`config.mk`:
```
export PLATFORM = sky130hd
export DESIGN_NAME = pcmv_front
export DESIGN_NICKNAME = d
export VERILOG_FILES = /design/src/design/pcmv_pkg.sv /design/src/design/pcmv_front.sv
export SDC_FILE = /design/constraint.sdc
export NUM_CORES = 1
export LEC_CHECK = 0
export ABC_AREA = 1
export BUFFER_PORTS_ARGS = -buffer_cell sky130_fd_sc_hd__clkbuf_2
export CELL_PAD_IN_SITES_DETAIL_PLACEMENT = 0
export CELL_PAD_IN_SITES_GLOBAL_PLACEMENT = 1
export CORE_MARGIN = 3
export CORE_UTILIZATION = 38
export DETAILED_ROUTE_END_ITERATION = 12
export GPL_ROUTABILITY_DRIVEN = 1
export MAX_ROUTING_LAYER = met4
export PLACE_DENSITY = 0.69
export SETUP_SLACK_MARGIN = 0.2
export SYNTH_ARGS = -nofsm -noshare
export SYNTH_HDL_FRONTEND = slang
export SYNTH_SLANG_ARGS = --single-unit
```
`constraint.sdc`:
```
create_clock -name clk_i -period 3.1 [get_ports clk_i]
set_input_delay 0.93 -clock clk_i [delete_from_list [all_inputs] [get_ports clk_i]]
set_output_delay 0.93 -clock clk_i [all_outputs]
set_load 0.02 [all_outputs]
```
`src/design/pcmv_pkg.sv`:
```
// shared constants and types for the colour mode vote block
package pcmv_pkg;
  localparam int MaxSamplesDef = 512;
  localparam int QuantBitsDef  = 6;
  localparam int CountW        = 10;
  localparam int ChanW         = 8;
  localparam logic [CountW-1:0] CountMax = '1;

  typedef struct packed {
    logic [ChanW-1:0] blue;
    logic [ChanW-1:0] green;
    logic [ChanW-1:0] red;
    logic             last;
  } sample_t;
endpackage

```
`src/design/pcmv_front.sv`:
```
// front end: accepts sample words into a two-entry queue
module pcmv_front (
  input  logic              clk_i,
  input  logic              rst_ni,
  input  logic              in_valid_i,
  output logic              in_stall_o,
  input  pcmv_pkg::sample_t in_word_i,
  output logic              q_valid_o,
  input  logic              q_pop_i,
  output pcmv_pkg::sample_t q_word_o
);
  import pcmv_pkg::*;

  sample_t    mem_q [2];
  logic       wp_q, rp_q;
  logic [1:0] cnt_q;
  logic       push;

  assign in_stall_o = (cnt_q == 2'd2);
  assign push       = in_valid_i && !in_stall_o;
  assign q_valid_o  = (cnt_q != 2'd0);
  assign q_word_o   = mem_q[rp_q];

  always_ff @(posedge clk_i) begin
    if (push) mem_q[wp_q] <= in_word_i;
  end

  always_ff @(posedge clk_i or negedge rst_ni) begin
    if (!rst_ni) begin
      wp_q <= 1'b0;
      rp_q <= 1'b0;
      cnt_q <= 2'd0;
    end else begin
      if (push) wp_q <= ~wp_q;
      if (q_pop_i) rp_q <= ~rp_q;
      cnt_q <= cnt_q + {1'b0, push} - {1'b0, q_pop_i};
    end
  end
endmodule

```
==> results_dict.tcl, run 1 <==
set metrics [dict create \
    status "complete, no violations" \
    insertion_delay_ps 300 \
    clk_pin_slew_worst_paths_ps 90 \
    synth_top_cell_area_share 0.677 \
    cts_tree "yes" \
    p_per_area_nw_per_um2 943 \
    grt_first_pass_wirelength_um 5350 \
    r2r_start "cnt_q[1]" \
    dp_hpwl_um 2480 \
    seq_area_frac_synth 0.722 \
    grt_pass1_vias 1117 \
    final_common_cell "clkbuf_2" \
    wl_um 3360 \
    die-width_um 82.4 \
    leakage_nw 1.17 \
    vdd_drop_max_uv 428 \
    yosysWarnings 0 \
    first_iter_violations 28 \
    slew_violations 0 \
    fin_area_um2 2640 \
    clock_skew_ps 8.80 \
    path_class "flip-flop to output pin" \
    syn_avg_cell_area_um2 13.9 \
    ys_seq_elements 54 \
    post-cts-setup-buffers 0 \
    drive_gt1_frac 0.425 \
    start_util 0.398 \
    drtAntennaViolNets 0 \
    crit_family "flip-flops" \
    synth.distinct_cells 11 \
    hold_viol 0 \
    critPathRequiredTime_ps 2170 \
    post_drt_via_cell_ratio 4.23 \
    root_buffer "clkbuf_8" \
    hp-class "input pin to async pin" \
    grt_max_degree 21 \
    cts.sinks 54 \
    worstPathCellList "buf_4 -> nand2_1 -> o21ai_2 -> clkbuf_2" \
    grt_use_total 0.110 \
    cts_buffers 5 \
    grt_overflow_total 0 \
    power.total_mw 2.49 \
    yosysTopAreaCell "edfxtp_1" \
    antenna_cells 0 \
    slowest_delay_ps 590 \
    drc_errors 0 \
    cts_resized 0 \
    synthToLayoutAreaGrowth_pct 19.1 \
    cts_buffer_depth 2 \
    syn_nets 190 \
    finalSetupViolations 0 \
    worstPathArrival_ps 1570 \
    path_max_fanout 20 \
    period_share 0.806 \
    ios 56 \
    coreArea_um2 5570 \
    syn_area_um2 2220 \
    first_pass_iters 4 \
    netlist_instances 159 \
    tightest_slew_ps 554 \
    placementRows 27 \
    cp-start-kind "flip-flop" \
    worstSetupStartpoint "rp_q" \
    worst-path-buf-inv 2 \
    setup_tns_ps 0 \
    vias 1238 \
    port_buffers 55 \
    dieArea_um2 6790 \
    htree_levels 2 \
    drv_cap 0 \
    die_y_um 82.4 \
    antenna_found_initial 0 \
    synth_top_cells_by_area "edfxtp_1, o21ai_2, nand2_1" \
    gp_congestion 0.703 \
    fmax_mhz 400 \
    max-slew-margin-rel 0.630 \
    rsz0062_at_grt "no" \
    wl_per_cell_um 11.5 \
    crit_slowest_cell "dfrtp_2" \
    final_nets 251 \
    layout_common_cells "clkbuf_2, edfxtp_1, nand2_1, inv_1, o21ai_2" \
    endpoint_kind "output pin" \
    dpl_cell_area_um2 2530 \
    holdBufCountCts 0 \
    fin_crit_ps 2500 \
    nFillCells 507 \
]
==> worst paths after layout <==
kind | to | slack [ps] | cells past startpoint
setup reg to reg | mem_q[0][16] | 1450 | 4
hold / removal | wp_q | 420 | 1
setup / recovery | q_word_o[2] | 600 | 4
hold reg to reg | wp_q | 480 | 2
min in group clk_i | wp_q | 480 | 2
max in group asynchronous | rp_q | 2530 | 1
==> registers in the layout (all words and copies together) (netlist names) <==
register,flops
mem_q,50
rp_q,1
wp_q,1
cnt_q,2
==> layout make-up <==
| type | count | area (µm²) | share of cell area |
|---|---|---|---|
| Clock buffer | 6 | 72.6 | 0.0275 |
| Sequential cell | 54 | 1600 | 0.607 |
| Multi-Input combinational cell | 66 | 400 | 0.152 |
| Timing Repair Buffer | 60 | 313 | 0.118 |
| Inverter | 33 | 124 | 0.0469 |
| Clock inverter | 2 | 37.5 | 0.0142 |
| Tap cell | 72 | 90.1 | 0.0341 |
==> worst reg2reg max path: stages, from the launching register on <==
cell and delay [ps]:
dfrtp_1 410, nand2_1 110, nand3_1 90, inv_1 420
buf_4 330
==> synth_stat cells, drive strengths merged <==
cell    instances
nor2            1
edfxtp         50
xor2            1
o21ai          25
buf             6
dfrtp           4
ha              2
inv            33
nand3           2
nand2          35
==> metal layers <==
layer,GRT usage,up-vias,part of all wire
li1,-,646,-
met1,0.131,564,0.43
met2,0.179,26,0.52
met3,0.0282,2,0.051
met4,0.0399,0,0.0071
met5,-,-,0
==> power by group <==
part	switching (mW)	leakage, nW	internal [mW]
registers	0.0766	0.512	0.997
logic	0.650	0.608	0.315
clock network	0.211	0.0514	0.241
total	0.938	1.17	1.55
==> cells by family after synthesis <==
logic type / Yosys count / share of synthesized area
compound gates: 25 / 0.0988
xor+xnor: 1 / 0.00395
fa+ha+maj: 2 / 0.0113
buf+inv: 39 / 0.0982
flops: 54 / 0.722
simple gates: 38 / 0.0655
==> metrics by stage <==
| step | setup WS, ps | hold WS (ps) | util | std cells |
|---|---|---|---|---|
| after floorplan | 615 | 442 | - | 159 |
| after global placement | 914 | 467 | 0.454 | 285 |
| after detailed placement | 885 | 467 | 0.454 | 285 |
| after CTS | 553 | 413 | 0.474 | 293 |
| after global routing | 438 | 410 | 0.474 | 293 |
| final | 602 | 424 | 0.474 | 293 |
(Power assumes the default switching activity.)
==> inputs of run 2 (changes only) <==
ABC_AREA = 0   (was 1)
PLACE_DENSITY = 0.67   (was 0.69)
clock period = 2.3 ns   (was 3.1 ns; I/O delays follow)
==> run 2 against run 1 <==
Setup slack worse by 380 ps; global-route usage is 0.14 points lower; non-clock buffer count unchanged; final cell count down 22%; first-iteration DRC count is 68% higher; synthesized cell count is 40% lower; combinational power is 37% higher; count of clock-buffer cells in the layout is 1 lower.
==> results_dict.tcl, run 2 <==
set metrics [dict create \
    grt_overflow_total 0 \
    wl_um 3260 \
    largest_reg_flops 50 \
    synth_top_cell_area_share 0.715 \
    fmax_mhz 480 \
    slew_violations 0 \
    fin_crit_ps 2080 \
    synth-adder-area-share 0.0119 \
    cp-start-kind "flip-flop" \
    synthMuxAreaShare 0.168 \
    vdd_drop_max_uv 544 \
    seq_area_um2 1600 \
    hp-class "input pin to async pin" \
    clock_skew_ps 6.47 \
    hold_ws_ps 182 \
    start_util 0.401 \
    nFillCells 451 \
    yosysWarnings 0 \
    biggestRegsByFlops "mem_q x50, cnt_q x2" \
    yosysTopAreaCell "edfxtp_1" \
    synthFlopType "edfxtp_1" \
    drive_gt1_frac 0.600 \
    slowest_delay_ps 420 \
    placementRows 26 \
    clockPowerShare 0.156 \
    antenna_cells 0 \
    ys_seq_elements 54 \
    netlist_instances 95 \
    power.internal_mw 2.19 \
    ys_async_sr_fraction 0.0741 \
    synth_compound_area_frac 0 \
    dpl_cell_area_um2 2460 \
    cts_buffers 5 \
    leakage_nw 1.05 \
    worstPathArrival_ps 1390 \
    root_buffer "clkbuf_8" \
    synth.distinct_cells 15 \
    grt_pass1_vias 1088 \
    multi_input_area_um2 442 \
    p_per_area_nw_per_um2 1260 \
    htree_levels 2 \
    crit_family "flip-flops" \
    synth_top_family_by_area "multiplexers" \
    synth_simple_gate_area_frac 0.0125 \
    pwr-share-comb 0.405 \
    worst-path-buf-inv 2 \
    synthToLayoutAreaGrowth_pct 23.1 \
    hold_viol 0 \
    dp_hpwl_um 2430 \
    worstPathCellList "buf_12 -> mux2_2 -> clkbuf_2" \
    power.total_mw 3.26 \
    syn_area_um2 2100 \
    grt_use_total 0.108 \
    gp_congestion 0.617 \
    period_share 0.905 \
    insertion_delay_ps 300 \
    yosysMostFrequentCell "edfxtp_1" \
    finalSetupViolations 0 \
    final_common_cell "edfxtp_1" \
    post_drt_via_cell_ratio 4.43 \
    path_class "flip-flop to output pin" \
    endpoint_kind "output pin" \
    first_iter_violations 47 \
    rsz0062_at_grt "yes" \
    critPathRequiredTime_ps 1610 \
    synth_edf_count 50 \
    cts_tree "yes" \
    fin_area_um2 2580 \
    synth_common_cells "edfxtp_1, mux2_4, mux2_2, dfrtp_1, xnor2_1" \
    power_frac_seq 0.439 \
    ios 56 \
    final_cells 230 \
    port_buffers 55 \
    path_max_fanout 14 \
    synth_top_cells_by_area "edfxtp_1, mux2_4, dfrtp_1" \
    post-cts-setup-buffers 0 \
    crit_slowest_cell "dfrtp_2" \
    clk_pin_slew_worst_paths_ps 90 \
    syn_avg_cell_area_um2 22.1 \
    grt_first_pass_wirelength_um 4980 \
    vias 1020 \
    cts.sinks 54 \
    grt_max_degree 19 \
    drc_errors 0 \
    drtAntennaViolNets 0 \
    tightest_slew_ps 459 \
    setup_tns_ps 0 \
    top_register "mem_q" \
    cts_buffer_depth 2 \
    status "complete, no violations" \
    layout_common_cells "edfxtp_1, clkbuf_2, mux2_4, buf_2, mux2_2" \
    final_nets 190 \
    die_y_um 80.3 \
    seq_area_frac_synth 0.763 \
    wl_per_cell_um 14.2 \
    dieArea_um2 6450 \
    drv_cap 0 \
    syn_nets 126 \
    first_pass_iters 3 \
    max-slew-margin-rel 0.694 \
    antenna_found_initial 0 \
    synth_xor_area_frac 0.0167 \
    coreArea_um2 5240 \
    die-width_um 80.3 \
    swShare 0.328 \
    post-place-cells 222 \
    switching_power_mw 1.07 \
]
[run 2: repair_timing]
action	4_1_cts	5_1_grt
setup endpoints to repair	19	25
pin swaps	0	0
hold buffers	0	0
cloned	0	0
gates resized for setup	2	17
[run 2: worst paths after layout]
path                           from          end  depth (start not counted)  slack [ps]
max                            rp_q  q_word_o[4]                          3         220
min                          rst_ni     cnt_q[0]                          1         180
max reg2reg                cnt_q[1]     cnt_q[1]                          7         770
min reg2reg                cnt_q[0]     cnt_q[0]                          1         530
max in group asynchronous    rst_ni         rp_q                          1        1980
min in group clk_i         cnt_q[0]     cnt_q[0]                          1         530
[run 2: metal layers]
metal	track usage	part of all wire	vias up
met5	-	0	-
met4	0.0355	0.012	0
met3	0.0516	0.087	5
met2	0.175	0.49	37
met1	0.117	0.41	488
li1	-	-	490
[run 2: cell type report]
type	instances	share of cell area
flip-flops and latches	54	0.620
multi-input cells	36	0.171
repair buffers	60	0.137
well taps	70	0.0339
clock buffers	5	0.0266
clock inverters	3	0.00823
inverters	2	0.00290
[run 2: power by group through the flow]
stage	clock network, mW	logic [mW]	registers, mW
3_3_place_gp	0	1.28	1.43
5_1_grt	0.578	1.41	1.45
6_report	0.507	1.32	1.43
2_1_floorplan	0	0.999	1.42
3_5_place_dp	0	1.30	1.44
4_1_cts	0.531	1.31	1.43
[run 2: stage by stage]
stage          setup slack, ps  utilization
3_5_place_dp               482        0.470
2_1_floorplan              450            -
5_1_grt                    143        0.494
4_1_cts                    167        0.489
3_3_place_gp               504        0.470
6_report                   218        0.494
[run 2: logic make-up after synthesis]
group         count (synthesis)
flops                        54
mux                          25
buf+inv                       5
simple gates                  5
xor+xnor                      4
fa+ha+maj                     2
==> inputs of run 3 (changes only) <==
CORE_ASPECT_RATIO = 0.9   (was not set)
==> run 3 against run 2 <==
Cell area increased by 1.4%; clock power rose by 19%; maximum frequency fell by 0.81%; sequential share of layout area is 0.83 points lower; non-clock buffer count up 2; global-route usage is 0.58 points higher; count of clock-buffer cells in the layout rose by 1; routed wire length rose by 3.7%; final cell count decreased by 0.43%; die area barely moved; core utilization is 0.21 points higher; sequential cell count did not move; largest cell class unchanged.
==> results_dict.tcl, run 3 (same netlist as run 2, synthesis figures left out) <==
set metrics [dict create \
    status "complete, no violations" \
    root_buffer "clkbuf_8" \
    layout_common_cells "clkbuf_2, edfxtp_1, mux2_4, mux2_2, clkbuf_8" \
    slew_violations 0 \
    largest_reg_flops 50 \
    max-slew-margin-rel 0.869 \
    cts_buffer_depth 2 \
    final_nets 192 \
    preCtsSetupSlack_ps 394 \
    htree_levels 2 \
    grt_use_total 0.114 \
    post_drt_via_cell_ratio 4.49 \
    drv_cap 0 \
    post-cts-setup-buffers 0 \
    dieArea_um2 6450 \
    fin_crit_ps 2100 \
    insertion_delay_ps 300 \
    top_register "mem_q" \
    finalSetupViolations 0 \
    gp_congestion 0.670 \
    final_common_cell "clkbuf_2" \
    path_max_fanout 9 \
    worst_slack_ps 201 \
    vias 1029 \
    vdd_drop_max_uv 647 \
    first_pass_iters 4 \
    nFillCells 455 \
    first_iter_violations 67 \
    antenna_found_initial 0 \
    cts.sinks 54 \
    cts_tree "yes" \
    drive_gt1_frac 0.599 \
    wl_um 3380 \
    start_util 0.397 \
    cp-start-kind "flip-flop" \
    tightest_slew_ps 197 \
    cts_buffers 5 \
    worstPathArrival_ps 1410 \
    endpoint_kind "output pin" \
    placementRows 25 \
    wl_per_cell_um 14.8 \
    die_y_um 76.5 \
    grt_first_pass_wirelength_um 5490 \
    antenna_cells 0 \
    hp-class "input pin to async pin" \
    ios 56 \
    dp_hpwl_um 2440 \
    synthToLayoutAreaGrowth_pct 24.8 \
    drc_errors 0 \
    p_per_area_nw_per_um2 1300 \
    holdBufCountCts 0 \
    clk_pin_slew_worst_paths_ps 80 \
    grt_max_degree 20 \
    grt_overflow_total 0 \
    rsz0062_at_grt "yes" \
    fmax_mhz 476 \
    die-width_um 84.4 \
    utilization 0.496 \
    leakage_nw 1.07 \
    port_buffers 55 \
    hold_viol 0 \
    critPathRequiredTime_ps 1610 \
    grt_pass1_vias 1109 \
    setup_tns_ps 0 \
    drtAntennaViolNets 0 \
    period_share 0.913 \
    path_class "flip-flop to output pin" \
    coreArea_um2 5290 \
    biggestRegsByFlops "mem_q x50, cnt_q x2" \
    clock_skew_ps 3.58 \
]
run 3: cell count changes in the layout (fill, tap and decap cells not counted):
cell       delta
clkbuf_16     +1
clkinv_2      -1
bufinv_16     +1
clkbuf_2      +6
buf_12        -1
clkbuf_1      +1
clkinv_4      -1
buf_6         +1
buf_2         -4
buf_4         -1
run 3: per-layer routing:
layer / vias up / GRT usage / wire length [µm]
li1: 494 / - / -
met1: 483 / 0.144 / 1500
met2: 45 / 0.172 / 1580
met3: 7 / 0.0335 / 256
met4: 0 / 0.0475 / 51
met5: - / - / 0
run 3: where the power goes:
part / switching, mW / internal, mW
clock network: 0.279 / 0.324
registers: 0.0865 / 1.35
logic: 0.711 / 0.645
run 3: worst max-delay path, stage by stage (launching register included):
cell and delay [ps]:
dfrtp_2 470, clkbuf_16 190, mux2_4 300, clkbuf_2 150
run 3: final timing paths:
| check | start | to | slack [ps] | cells after the start |
|---|---|---|---|---|
| worst max-delay path | rp_q | q_word_o[22] | 200 | 3 |
| worst min-delay path | rst_ni | cnt_q[0] | 180 | 1 |
| worst max register to register | cnt_q[1] | cnt_q[1] | 770 | 7 |
| worst min register to register | wp_q | wp_q | 530 | 1 |
| max in group asynchronous | rst_ni | rp_q | 1980 | 1 |
| min in group clk_i | wp_q | wp_q | 530 | 1 |
run 3: metrics by stage:
stage / hold WS, ps / area (µm²) / power, mW / std cells
2_1_floorplan: 394 / 2100 / 2.42 / 95
3_3_place_gp: 497 / 2470 / 2.72 / 220
3_5_place_dp: 505 / 2470 / 2.75 / 220
4_1_cts: 176 / 2590 / 3.39 / 228
5_1_grt: 175 / 2620 / 3.58 / 229
6_report: 181 / 2620 / 3.39 / 229
run 3: what timing repair did:
| action | in CTS | in global routing |
|---|---|---|
| gates resized for setup | 3 | 6 |
| cloned | 0 | 1 |
| setup endpoints to repair | 19 | 25 |
run 3: cell type report:
class,count,area [µm²],share of cell area
clock inverter,2,37.5,0.0143
tap,67,83.8,0.0320
clock buffer,6,72.6,0.0277
inverter,2,7.51,0.00287
timing repair buffer,62,374,0.143
multi-input combinational,36,442,0.169
sequential,54,1600,0.612
